<file path="config.mk">
export PLATFORM = sky130hd
export DESIGN_NAME = settle_and_timeout_detector_top
export DESIGN_NICKNAME = d
export VERILOG_FILES = /design/src/design/sdt_pkg.sv /design/src/design/sdt_front.sv /design/src/design/sdt_queue.sv /design/src/design/sdt_back.sv /design/src/design/settle_and_timeout_detector_top.sv
export SDC_FILE = /design/constraint.sdc
export NUM_CORES = 1
export LEC_CHECK = 0
export ABC_AREA = 0
export BUFFER_PORTS_ARGS = -buffer_cell sky130_fd_sc_hd__buf_2
export CAP_MARGIN = 10
export CORE_ASPECT_RATIO = 0.75
export CORE_UTILIZATION = 66
export CTS_CLUSTER_DIAMETER = 80
export DETAILED_ROUTE_END_ITERATION = 7
export PLACE_DENSITY = 0.95
export SYNTH_ARGS = -nofsm -noshare
export SYNTH_HDL_FRONTEND = slang
export SYNTH_HIERARCHICAL = 1
export SYNTH_SLANG_ARGS = --single-unit
</file>
<file path="constraint.sdc">
create_clock -name aclk -period 8.37 [get_ports aclk]
set_input_delay 1.674 -clock aclk [delete_from_list [all_inputs] [get_ports aclk]]
set_output_delay 1.674 -clock aclk [all_outputs]
set_load 0.02 [all_outputs]
</file>
<file path="src/design/sdt_pkg.sv">
// Package for the settle and timeout detector: register indexes, item kinds,
// the configuration bundle and the classified queue entry. No dependencies.
`timescale 1ns / 1ps

package sdt_pkg;

    localparam int CNT_W = 17;
    localparam logic [CNT_W-1:0] CNT_MAX = '1;

    // item kinds, same encoding as the operation field
    localparam logic [1:0] OP_START  = 2'd0;
    localparam logic [1:0] OP_SAMPLE = 2'd1;
    localparam logic [1:0] OP_TICK   = 2'd2;
    localparam logic [1:0] OP_NONE   = 2'd3;

    // configuration register indexes
    localparam logic [2:0] REG_TOLERANCE    = 3'd0;
    localparam logic [2:0] REG_SETTLE_LIMIT = 3'd1;
    localparam logic [2:0] REG_TOTAL_LIMIT  = 3'd2;
    localparam logic [2:0] REG_AXIS_MASK    = 3'd3;
    localparam logic [2:0] REG_TARGET_X     = 3'd4;
    localparam logic [2:0] REG_TARGET_Y     = 3'd5;
    localparam logic [2:0] REG_TARGET_Z     = 3'd6;

    typedef struct packed {
        logic [15:0]        tolerance;
        logic [15:0]        settle_limit;
        logic [15:0]        total_limit;
        logic [2:0]         axis_mask;
        logic signed [15:0] target_x;
        logic signed [15:0] target_y;
        logic signed [15:0] target_z;
    } cfg_t;

    typedef struct packed {
        logic [1:0] kind;
        logic       in_tol;   // every enabled axis inside tolerance
    } entry_t;

    // queue read side toward the back end
    typedef struct packed {
        logic   valid;
        entry_t entry;
    } queue_head_t;

endpackage

</file>
<file path="src/design/sdt_front.sv">
// Front end: decodes the operation and checks the sample against the targets.
// Depends on sdt_pkg.
`timescale 1ns / 1ps

module sdt_front import sdt_pkg::*; (
    input  logic [1:0]         operation,
    input  logic signed [15:0] state_x,
    input  logic signed [15:0] state_y,
    input  logic signed [15:0] state_z,
    input  cfg_t               cfg,
    output entry_t             entry
);

    function automatic logic axis_ok(input logic signed [15:0] s,
                                     input logic signed [15:0] t,
                                     input logic [15:0] tol);
        logic signed [16:0] d;
        logic [16:0]        ad;
        begin
            d  = {s[15], s} - {t[15], t};
            ad = d[16] ? 17'(-d) : 17'(d);
            return ad <= {1'b0, tol};
        end
    endfunction

    logic [2:0] axis_in;

    assign axis_in[0] = axis_ok(state_x, cfg.target_x, cfg.tolerance);
    assign axis_in[1] = axis_ok(state_y, cfg.target_y, cfg.tolerance);
    assign axis_in[2] = axis_ok(state_z, cfg.target_z, cfg.tolerance);

    always_comb begin
        unique case (operation)
            OP_START:  entry.kind = OP_START;
            OP_SAMPLE: entry.kind = OP_SAMPLE;
            OP_TICK:   entry.kind = OP_TICK;
            default:   entry.kind = OP_NONE;
        endcase
        // disabled axes always pass, so an empty mask passes at once
        entry.in_tol = &(axis_in | ~cfg.axis_mask);
    end

endmodule

</file>
<file path="src/design/sdt_queue.sv">
// Short FIFO of classified entries between front and back end.
// Depends on sdt_pkg.
`timescale 1ns / 1ps

module sdt_queue import sdt_pkg::*; #(
    parameter int DEPTH = 4
) (
    input  logic        aclk,
    input  logic        aresetn,
    input  logic        push,
    input  entry_t      push_entry,
    output logic        full,
    input  logic        pop,
    output queue_head_t head
);

    localparam int PTR_W = (DEPTH > 1) ? $clog2(DEPTH) : 1;
    localparam int CNT_BITS = $clog2(DEPTH + 1);
    localparam logic [PTR_W-1:0] LAST = PTR_W'(DEPTH - 1);

    entry_t               mem_reg [DEPTH];
    logic [PTR_W-1:0]     wr_ptr_reg, wr_ptr_next;
    logic [PTR_W-1:0]     rd_ptr_reg, rd_ptr_next;
    logic [CNT_BITS-1:0]  count_reg, count_next;
    logic                 do_push, do_pop;

    assign full       = (count_reg == CNT_BITS'(DEPTH));
    assign head.valid = (count_reg != '0);
    assign head.entry = mem_reg[rd_ptr_reg];
    assign do_push    = push && !full;
    assign do_pop     = pop && head.valid;

    always_comb begin
        wr_ptr_next = wr_ptr_reg;
        rd_ptr_next = rd_ptr_reg;
        count_next  = count_reg;
        if (do_push) begin
            wr_ptr_next = (wr_ptr_reg == LAST) ? '0 : wr_ptr_reg + 1'b1;
        end
        if (do_pop) begin
            rd_ptr_next = (rd_ptr_reg == LAST) ? '0 : rd_ptr_reg + 1'b1;
        end
        if (do_push && !do_pop) begin
            count_next = count_reg + 1'b1;
        end else if (do_pop && !do_push) begin
            count_next = count_reg - 1'b1;
        end
    end

    always_ff @(posedge aclk) begin
        if (!aresetn) begin
            wr_ptr_reg <= '0;
            rd_ptr_reg <= '0;
            count_reg  <= '0;
        end else begin
            wr_ptr_reg <= wr_ptr_next;
            rd_ptr_reg <= rd_ptr_next;
            count_reg  <= count_next;
        end
    end

    always_ff @(posedge aclk) begin
        if (do_push) begin
            mem_reg[wr_ptr_reg] <= push_entry;
        end
    end

endmodule

</file>
<file path="src/design/sdt_back.sv">
// Back end: owns the reached/finished flags and elapsed counters. Depends on
// sdt_pkg. Applies one entry per cycle unless stalled; holds the result beat.
`timescale 1ns / 1ps

module sdt_back import sdt_pkg::*; (
    input  logic        aclk,
    input  logic        aresetn,
    input  cfg_t        cfg,
    input  queue_head_t head,
    output logic        pop,
    output logic        m_tvalid,
    input  logic        m_tready,
    output logic [7:0]  m_tdata    // [0] finished, [1] reached, [7:2] zero
);

    logic             reached_reg, reached_next;
    logic             finished_reg, finished_next;
    logic [CNT_W-1:0] since_start_reg, since_start_next;
    logic [CNT_W-1:0] since_reached_reg, since_reached_next;
    logic             m_tvalid_reg, m_tvalid_next;
    logic [1:0]       m_flags_reg, m_flags_next;
    logic             pop_start;

    assign pop       = head.valid && (!m_tvalid_reg || m_tready);
    assign pop_start = pop && (head.entry.kind == OP_START);

    always_comb begin
        reached_next       = reached_reg;
        finished_next      = finished_reg;
        since_start_next   = since_start_reg;
        since_reached_next = since_reached_reg;
        if (pop) begin
            unique case (head.entry.kind)
                OP_START: begin
                    reached_next       = 1'b0;
                    finished_next      = 1'b0;
                    since_start_next   = '0;
                    since_reached_next = '0;
                end
                OP_TICK: begin
                    if (since_start_reg != CNT_MAX) begin
                        since_start_next = since_start_reg + 1'b1;
                    end
                    if (since_reached_reg != CNT_MAX) begin
                        since_reached_next = since_reached_reg + 1'b1;
                    end
                end
                OP_SAMPLE: begin
                    if (!finished_reg) begin
                        if (!reached_reg && head.entry.in_tol) begin
                            reached_next       = 1'b1;
                            since_reached_next = '0;
                        end
                        if (reached_next && since_reached_next > {1'b0, cfg.settle_limit}) begin
                            finished_next = 1'b1;
                        end else if (since_start_reg > {1'b0, cfg.total_limit}) begin
                            finished_next = 1'b1;
                        end
                    end
                end
                default: ;
            endcase
        end
    end

    always_comb begin
        m_tvalid_next = m_tvalid_reg;
        m_flags_next  = m_flags_reg;
        if (pop) begin
            m_tvalid_next = 1'b1;
            m_flags_next  = {reached_next, finished_next};
        end else if (m_tready) begin
            m_tvalid_next = 1'b0;
        end
    end

    always_ff @(posedge aclk) begin
        if (!aresetn) begin
            reached_reg       <= 1'b0;
            finished_reg      <= 1'b0;
            since_start_reg   <= '0;
            since_reached_reg <= '0;
            m_tvalid_reg      <= 1'b0;
        end else begin
            reached_reg       <= reached_next;
            finished_reg      <= finished_next;
            since_start_reg   <= since_start_next;
            since_reached_reg <= since_reached_next;
            m_tvalid_reg      <= m_tvalid_next;
        end
    end

    always_ff @(posedge aclk) begin
        m_flags_reg <= m_flags_next;
    end

    assign m_tvalid = m_tvalid_reg;
    assign m_tdata  = {6'b0, m_flags_reg};

`ifndef NO_ASSERTIONS
    // sticky flags only drop on a start beat
    a_reached_sticky: assert property (@(posedge aclk) disable iff (!aresetn)
        ($fell(reached_reg) && $past(aresetn)) |-> $past(pop_start))
        else $error("reached dropped without a start");

    a_finished_sticky: assert property (@(posedge aclk) disable iff (!aresetn)
        ($fell(finished_reg) && $past(aresetn)) |-> $past(pop_start))
        else $error("finished dropped without a start");

    a_total_monotonic: assert property (@(posedge aclk) disable iff (!aresetn)
        ($past(aresetn) && !$past(pop_start)) |-> since_start_reg >= $past(since_start_reg))
        else $error("total counter went backward");
`endif

endmodule

</file>
<file path="src/design/settle_and_timeout_detector_top.sv">
// Top level of the settle and timeout detector: configuration registers,
// front end, entry queue and back end. Depends on sdt_pkg and its submodules.
`timescale 1ns / 1ps

// Usage:
//   s_ channel: one beat per item. s_tuser holds the operation (start, sample,
//   tick); s_tdata holds the three Q8.8 axis values. m_ channel: exactly one
//   beat per input beat, in order, with the finished and reached flags as
//   they stand after that item.
//   cfg channel: register index and 16-bit data, always ready; write only
//   while no item is in flight.
//   Path: an input beat is stored in the queue, then the back end updates
//   flags and counters and registers its result beat in the output register.
//   Throughput: one item per cycle while the queue has room and the receiver
//   takes result beats; the front end compares all three axes in parallel.
//   A stalled receiver holds the result beat in the output register while the
//   queue (QUEUE_DEPTH entries) keeps taking input; s_tready drops only when
//   the queue is full.
//   Reset: flags and counters clear as if a start had been seen, registers
//   return to tolerance 256, settle 100, total 1000, mask 0, targets 0; the
//   queue and output register empty.
module settle_and_timeout_detector_top import sdt_pkg::*; #(
    parameter int QUEUE_DEPTH = 4
) (
    input  logic        aclk,
    input  logic        aresetn,
    input  logic        s_tvalid,
    output logic        s_tready,
    input  logic [47:0] s_tdata,   // [15:0] state_x, [31:16] state_y, [47:32] state_z
    input  logic [1:0]  s_tuser,   // [1:0] operation
    output logic        m_tvalid,
    input  logic        m_tready,
    output logic [7:0]  m_tdata,   // [0] finished, [1] reached, [7:2] zero
    input  logic        cfg_valid,
    output logic        cfg_ready,
    input  logic [2:0]  cfg_index,
    input  logic [15:0] cfg_data
);

    cfg_t        cfg_reg;
    entry_t      front_entry;
    queue_head_t head;
    logic        queue_full;
    logic        pop;

    assign cfg_ready = 1'b1;

    always_ff @(posedge aclk) begin
        if (!aresetn) begin
            cfg_reg.tolerance    <= 16'd256;
            cfg_reg.settle_limit <= 16'd100;
            cfg_reg.total_limit  <= 16'd1000;
            cfg_reg.axis_mask    <= 3'd0;
            cfg_reg.target_x     <= '0;
            cfg_reg.target_y     <= '0;
            cfg_reg.target_z     <= '0;
        end else if (cfg_valid) begin
            unique case (cfg_index)
                REG_TOLERANCE:    cfg_reg.tolerance    <= cfg_data;
                REG_SETTLE_LIMIT: cfg_reg.settle_limit <= cfg_data;
                REG_TOTAL_LIMIT:  cfg_reg.total_limit  <= cfg_data;
                REG_AXIS_MASK:    cfg_reg.axis_mask    <= cfg_data[2:0];
                REG_TARGET_X:     cfg_reg.target_x     <= cfg_data;
                REG_TARGET_Y:     cfg_reg.target_y     <= cfg_data;
                REG_TARGET_Z:     cfg_reg.target_z     <= cfg_data;
                default: ;
            endcase
        end
    end

    sdt_front u_front (
        .operation (s_tuser),
        .state_x   (s_tdata[15:0]),
        .state_y   (s_tdata[31:16]),
        .state_z   (s_tdata[47:32]),
        .cfg       (cfg_reg),
        .entry     (front_entry)
    );

    assign s_tready = !queue_full;

    sdt_queue #(
        .DEPTH (QUEUE_DEPTH)
    ) u_queue (
        .aclk       (aclk),
        .aresetn    (aresetn),
        .push       (s_tvalid),
        .push_entry (front_entry),
        .full       (queue_full),
        .pop        (pop),
        .head       (head)
    );

    sdt_back u_back (
        .aclk     (aclk),
        .aresetn  (aresetn),
        .cfg      (cfg_reg),
        .head     (head),
        .pop      (pop),
        .m_tvalid (m_tvalid),
        .m_tready (m_tready),
        .m_tdata  (m_tdata)
    );

endmodule
</file>
==> impl_results.html <==
<table>
<tr><th>Metric</th><th>Value</th></tr>
<tr><th colspan="2">Synthesis</th></tr>
<tr><td>Area fraction in and, or, nand and nor cells after synthesis</td><td>20.6%</td></tr>
<tr><td>Share of async-settable or async-resettable flops after synthesis</td><td>0%</td></tr>
<tr><td>XOR/XNOR Fraction of Synth Area</td><td>6.47%</td></tr>
<tr><td>Top cell type's share of synthesized area</td><td>23.6%</td></tr>
<tr><td>Part of the Yosys area used for sequential elements</td><td>27.0%</td></tr>
<tr><td>Top cells by instance count after synthesis</td><td>sky130_fd_sc_hd__nand2_1 (179), sky130_fd_sc_hd__dfxtp_1 (145), sky130_fd_sc_hd__ha_1 (144), sky130_fd_sc_hd__inv_1 (131), sky130_fd_sc_hd__mux2i_1 (103)</td></tr>
<tr><td>Complex-gate fraction of the synthesized area</td><td>15.3%</td></tr>
<tr><td>Yosys cell types</td><td>81</td></tr>
<tr><td>Count of yosys warnings during synthesis</td><td>6</td></tr>
<tr><td>Avg Cell Area, Syn</td><td>8.25 um^2</td></tr>
<tr><td>Post-synthesis mux area share</td><td>9.01%</td></tr>
<tr><td>Post-Synth Adder-Cell Area</td><td>15.3%</td></tr>
<tr><td>Prevailing post-synth register cell</td><td>sky130_fd_sc_hd__dfxtp_1</td></tr>
<tr><td>Number of enable flip-flop cells after synthesis</td><td>14</td></tr>
<tr><td>Most common cell in the synthesized netlist</td><td>sky130_fd_sc_hd__nand2_1</td></tr>
<tr><td>Cell count after synthesis</td><td>1,494</td></tr>
<tr><td>Post-Synthesis Cell Area</td><td>12,300 um^2</td></tr>
<tr><td>Main combinational cell family by area after synthesis</td><td>simple AND/OR/NAND/NOR gates</td></tr>
<tr><td>Cell type with the highest aggregate area in the netlist</td><td>sky130_fd_sc_hd__dfxtp_1</td></tr>
<tr><td>Flip-flop and latch count after synthesis</td><td>159</td></tr>
<tr><td>Top cells by area, synth</td><td>sky130_fd_sc_hd__dfxtp_1 (24%), sky130_fd_sc_hd__ha_1 (15%), sky130_fd_sc_hd__mux2i_1 (8.4%), sky130_fd_sc_hd__nand2_1 (5.5%), sky130_fd_sc_hd__xnor2_1 (4.5%)</td></tr>
<tr><th colspan="2">GRT</th></tr>
<tr><td>Antenna violations before repair</td><td>1</td></tr>
<tr><td>Grt ovf</td><td>0</td></tr>
<tr><td>Number of global-route vias before repair</td><td>10,700</td></tr>
<tr><td>Global-route wire length before repair</td><td>53.7 mm</td></tr>
<tr><td>Total routing usage reported by global routing</td><td>35.4%</td></tr>
<tr><td>Pin count of the biggest net entering global routing</td><td>103</td></tr>
<tr><th colspan="2">Drt</th></tr>
<tr><td>Initial detailed-routing violation count</td><td>1,306</td></tr>
<tr><td>WL/cell</td><td>18.8 um</td></tr>
<tr><td>Vias</td><td>11,500</td></tr>
<tr><td>Number of detailed-route iterations in the first pass</td><td>6</td></tr>
<tr><td>Vias per cell</td><td>6.38</td></tr>
<tr><td>Final Routed Wirelength</td><td>33.9 mm</td></tr>
<tr><td>DRC viols</td><td>0</td></tr>
<tr><td>ANT nets after route</td><td>0</td></tr>
<tr><th colspan="2">Power</th></tr>
<tr><td>Overall power after layout</td><td>2.49 mW</td></tr>
<tr><td>Power per unit of standard cell area</td><td>186 nW/um^2</td></tr>
<tr><td>Internal power summed over all cells</td><td>1.54 mW</td></tr>
<tr><td>Switching power share of the total</td><td>38.2%</td></tr>
<tr><td>Worst vdd ir</td><td>139 uV</td></tr>
<tr><td>Fraction of power consumed by the clock network</td><td>30.6%</td></tr>
<tr><td>Leakage Power</td><td>5.80 nW</td></tr>
<tr><td>Combinational share of power</td><td>35.4%</td></tr>
<tr><td>Sequential share of power</td><td>34.1%</td></tr>
<tr><td>P_sw</td><td>0.949 mW</td></tr>
<tr><th colspan="2">STA</th></tr>
<tr><td>Final number of setup-violating endpoints</td><td>0</td></tr>
<tr><td>Worst Max-Slew Pin Slew</td><td>0.999 ns</td></tr>
<tr><td>Worst setup slack after layout</td><td>1.26 ns</td></tr>
<tr><td>Clock Skews</td><td>0.0122 ns</td></tr>
<tr><td>Worst-case hold slack</td><td>0.459 ns</td></tr>
<tr><td>Min cycle time layout</td><td>7.11 ns</td></tr>
<tr><td>Max Clock Freq</td><td>141 MHz</td></tr>
<tr><td>Setup repair after global routing missed its margin</td><td>false</td></tr>
<tr><td>Worst slew margin</td><td>33.4%</td></tr>
<tr><td>Fin. Hold Viols</td><td>0</td></tr>
<tr><td>Final clock period utilization by the worst path</td><td>85.0%</td></tr>
<tr><td>Setup TNS after final layout</td><td>0 ns</td></tr>
<tr><td>Slew Viols, Final</td><td>0</td></tr>
<tr><th colspan="2">Clock tree</th></tr>
<tr><td>Clock tree buffer depth</td><td>2</td></tr>
<tr><td>Clock transition at path regs</td><td>0.07 ns</td></tr>
<tr><td>CTS buffer count</td><td>17</td></tr>
<tr><td>Root Buffer Master</td><td>sky130_fd_sc_hd__clkbuf_16</td></tr>
<tr><td>Clock latency of the later-clocked register in the worst-skew pair</td><td>0.45 ns</td></tr>
<tr><td>Post-CTS setup-driven buffer insertion count</td><td>0</td></tr>
<tr><td>TritonCTS clock tree</td><td>built</td></tr>
<tr><td>CTS resizes</td><td>0</td></tr>
<tr><td>Number of H-tree branching levels</td><td>4</td></tr>
<tr><td>Clock tree sinks</td><td>159</td></tr>
<tr><td>Hold Buf Count CTS</td><td>0</td></tr>
<tr><th colspan="2">Finish</th></tr>
<tr><td>Final cell area excluding filler cells</td><td>13,400 um^2</td></tr>
<tr><td>Layout cells sized above 1</td><td>9.04%</td></tr>
<tr><td>Post-layout net count</td><td>1,768</td></tr>
<tr><td>Layout overhead on the synthesized area</td><td>8.63%</td></tr>
<tr><td>Multi-input logic area</td><td>8250 um^2</td></tr>
<tr><td>Count of placed standard cells in the final layout, fillers left out</td><td>1,802</td></tr>
<tr><td>Area used by sequential logic in the layout</td><td>3320 um^2</td></tr>
<tr><td>Number of flip-flops under the largest register name</td><td>99</td></tr>
<tr><td>Count of fill cells added during filler insertion</td><td>1,308</td></tr>
<tr><td>Final core area utilization</td><td>74.5%</td></tr>
<tr><th colspan="2">Setup path</th></tr>
<tr><td>Crit Path Category</td><td>primary input to register</td></tr>
<tr><td>Critical Path Source Type</td><td>primary input</td></tr>
<tr><td>Endpoint type of the worst setup path</td><td>register</td></tr>
<tr><td>Arr. time, crit path</td><td>7.29 ns</td></tr>
<tr><td>Required time of the worst setup path</td><td>8.55 ns</td></tr>
<tr><td>Biggest fanout along the worst timing path</td><td>16</td></tr>
<tr><th colspan="2">Die</th></tr>
<tr><td>Full die area</td><td>19,200 um^2</td></tr>
<tr><td>Die W</td><td>160 um</td></tr>
<tr><td>Site Rows</td><td>42</td></tr>
<tr><td>Total core area</td><td>18,000 um^2</td></tr>
<tr><td>IO Count</td><td>85</td></tr>
<tr><td>Initial Util</td><td>68.6%</td></tr>
<tr><td>Die H</td><td>120 um</td></tr>
<tr><th colspan="2">Worst hold path</th></tr>
<tr><td>Path class of the lowest-slack min-delay path</td><td>register to register</td></tr>
<tr><th colspan="2">Placed design</th></tr>
<tr><td>Placement Setup Slack</td><td>1.22 ns</td></tr>
<tr><td>Cell count after placement</td><td>1,769</td></tr>
<tr><td>Routability cong.</td><td>0.955</td></tr>
<tr><td>Post-detail-place hpwl</td><td>24.1 mm</td></tr>
<tr><td>Port Buf Inserts</td><td>77</td></tr>
<tr><td>Placed cell areas</td><td>12,800 um^2</td></tr>
<tr><th colspan="2">Run status</th></tr>
<tr><td>Run status</td><td>completed</td></tr>
<tr><th colspan="2">Run</th></tr>
<tr><td>Max cap viols</td><td>0</td></tr>
</table>
## layout make-up
cell class              count  share of cell area (%)
multi-input cells        1150                    61.6
clock inverters            12                   0.748
flip-flops and latches    159                    24.8
inverters                 132                    3.70
well taps                 242                    2.26
clock buffers              20                    3.41
repair buffers             86                    3.40
diodes                      1                  0.0187
## layer usage
| metal | wire length [um] | vias to the layer above | global-route usage [%] | share of wire, % |
|---|---|---|---|---|
| met2 | 14700 | 630 | 54.9 | 43 |
| met4 | 1060 | 0 | 15.0 | 3.1 |
| met1 | 14500 | 5406 | 47.5 | 43 |
| li1 | - | 5349 | - | - |
| met3 | 3680 | 107 | 8.20 | 11 |
| met5 | 0 | - | 0 | 0 |
## worst max-delay path, cell delays in order
cell                       delay (ns)
sky130_fd_sc_hd__buf_2           0.11
sky130_fd_sc_hd__inv_1           0.05
sky130_fd_sc_hd__ha_1            0.20
sky130_fd_sc_hd__inv_1           0.07
sky130_fd_sc_hd__fa_1            0.42
sky130_fd_sc_hd__a211oi_1        0.22
sky130_fd_sc_hd__nor2_1          0.11
sky130_fd_sc_hd__o32ai_1         0.46
sky130_fd_sc_hd__o31ai_1         0.19
sky130_fd_sc_hd__o22ai_1         0.30
sky130_fd_sc_hd__nor2_1          0.07
sky130_fd_sc_hd__o21ai_1         0.74
sky130_fd_sc_hd__o21ai_0         0.29
sky130_fd_sc_hd__xnor2_1         0.24
sky130_fd_sc_hd__ha_1            0.26
sky130_fd_sc_hd__a21o_1          0.18
sky130_fd_sc_hd__a21o_1          0.17
sky130_fd_sc_hd__a21oi_1         0.16
sky130_fd_sc_hd__nand2_1         0.08
sky130_fd_sc_hd__o21ai_0         0.23
sky130_fd_sc_hd__a21oi_1         0.14
sky130_fd_sc_hd__a211oi_1        0.26
sky130_fd_sc_hd__o41ai_2         0.16
sky130_fd_sc_hd__nor3_1          0.48
## power by group through the flow
stage	sequential (mW)	clock [mW]	combinational, mW
2_1_floorplan	0.862	0	0.626
3_5_place_dp	0.862	0	0.833
5_1_grt	0.853	0.794	0.952
4_1_cts	0.847	0.759	0.850
3_3_place_gp	0.860	0	0.791
6_report	0.847	0.760	0.879
## worst paths after layout
kind,from,endpoint,slack [ns],depth (start not counted)
worst min register to register,cfg_reg[19],cfg_reg[19],0.46,2
worst max register to register,cfg_reg[0],u_queue/mem_reg[0][0],2.31,22
worst min-delay path,cfg_reg[19],cfg_reg[19],0.46,2
worst max-delay path,s_tdata[32],u_queue/mem_reg[0][0],1.26,24
## cell usage in the layout (no fill, tap or decap), types with 13 or more instances in the layout
| cell | count |
|---|---|
| sky130_fd_sc_hd__a211oi_1 | 13 |
| sky130_fd_sc_hd__a21o_1 | 32 |
| sky130_fd_sc_hd__a21oi_1 | 79 |
| sky130_fd_sc_hd__a31oi_1 | 17 |
| sky130_fd_sc_hd__and2_1 | 28 |
| sky130_fd_sc_hd__and3_1 | 16 |
| sky130_fd_sc_hd__buf_2 | 76 |
| sky130_fd_sc_hd__clkbuf_16 | 17 |
| sky130_fd_sc_hd__dfxtp_1 | 145 |
| sky130_fd_sc_hd__edfxtp_1 | 14 |
| sky130_fd_sc_hd__ha_1 | 144 |
| sky130_fd_sc_hd__inv_1 | 131 |
| sky130_fd_sc_hd__mux2i_1 | 103 |
| sky130_fd_sc_hd__nand2_1 | 179 |
| sky130_fd_sc_hd__nand3_1 | 32 |
| sky130_fd_sc_hd__nand4_1 | 15 |
| sky130_fd_sc_hd__nor2_1 | 81 |
| sky130_fd_sc_hd__nor2b_1 | 35 |
| sky130_fd_sc_hd__nor3_1 | 35 |
| sky130_fd_sc_hd__nor4_1 | 16 |
| sky130_fd_sc_hd__o21a_1 | 14 |
| sky130_fd_sc_hd__o21ai_0 | 60 |
| sky130_fd_sc_hd__or3_1 | 15 |
| sky130_fd_sc_hd__xnor2_1 | 63 |
| sky130_fd_sc_hd__xor2_1 | 28 |
## logic make-up (layout without fill, tap and decap cells)
logic type	Yosys count	after routing
simple gates	506	506
compound gates	291	291
buf+inv	190	250
flops	159	159
fa+ha+maj	148	148
mux	107	107
xor+xnor	91	91
other cells	2	8
Power figures use the tool's default switching activity.
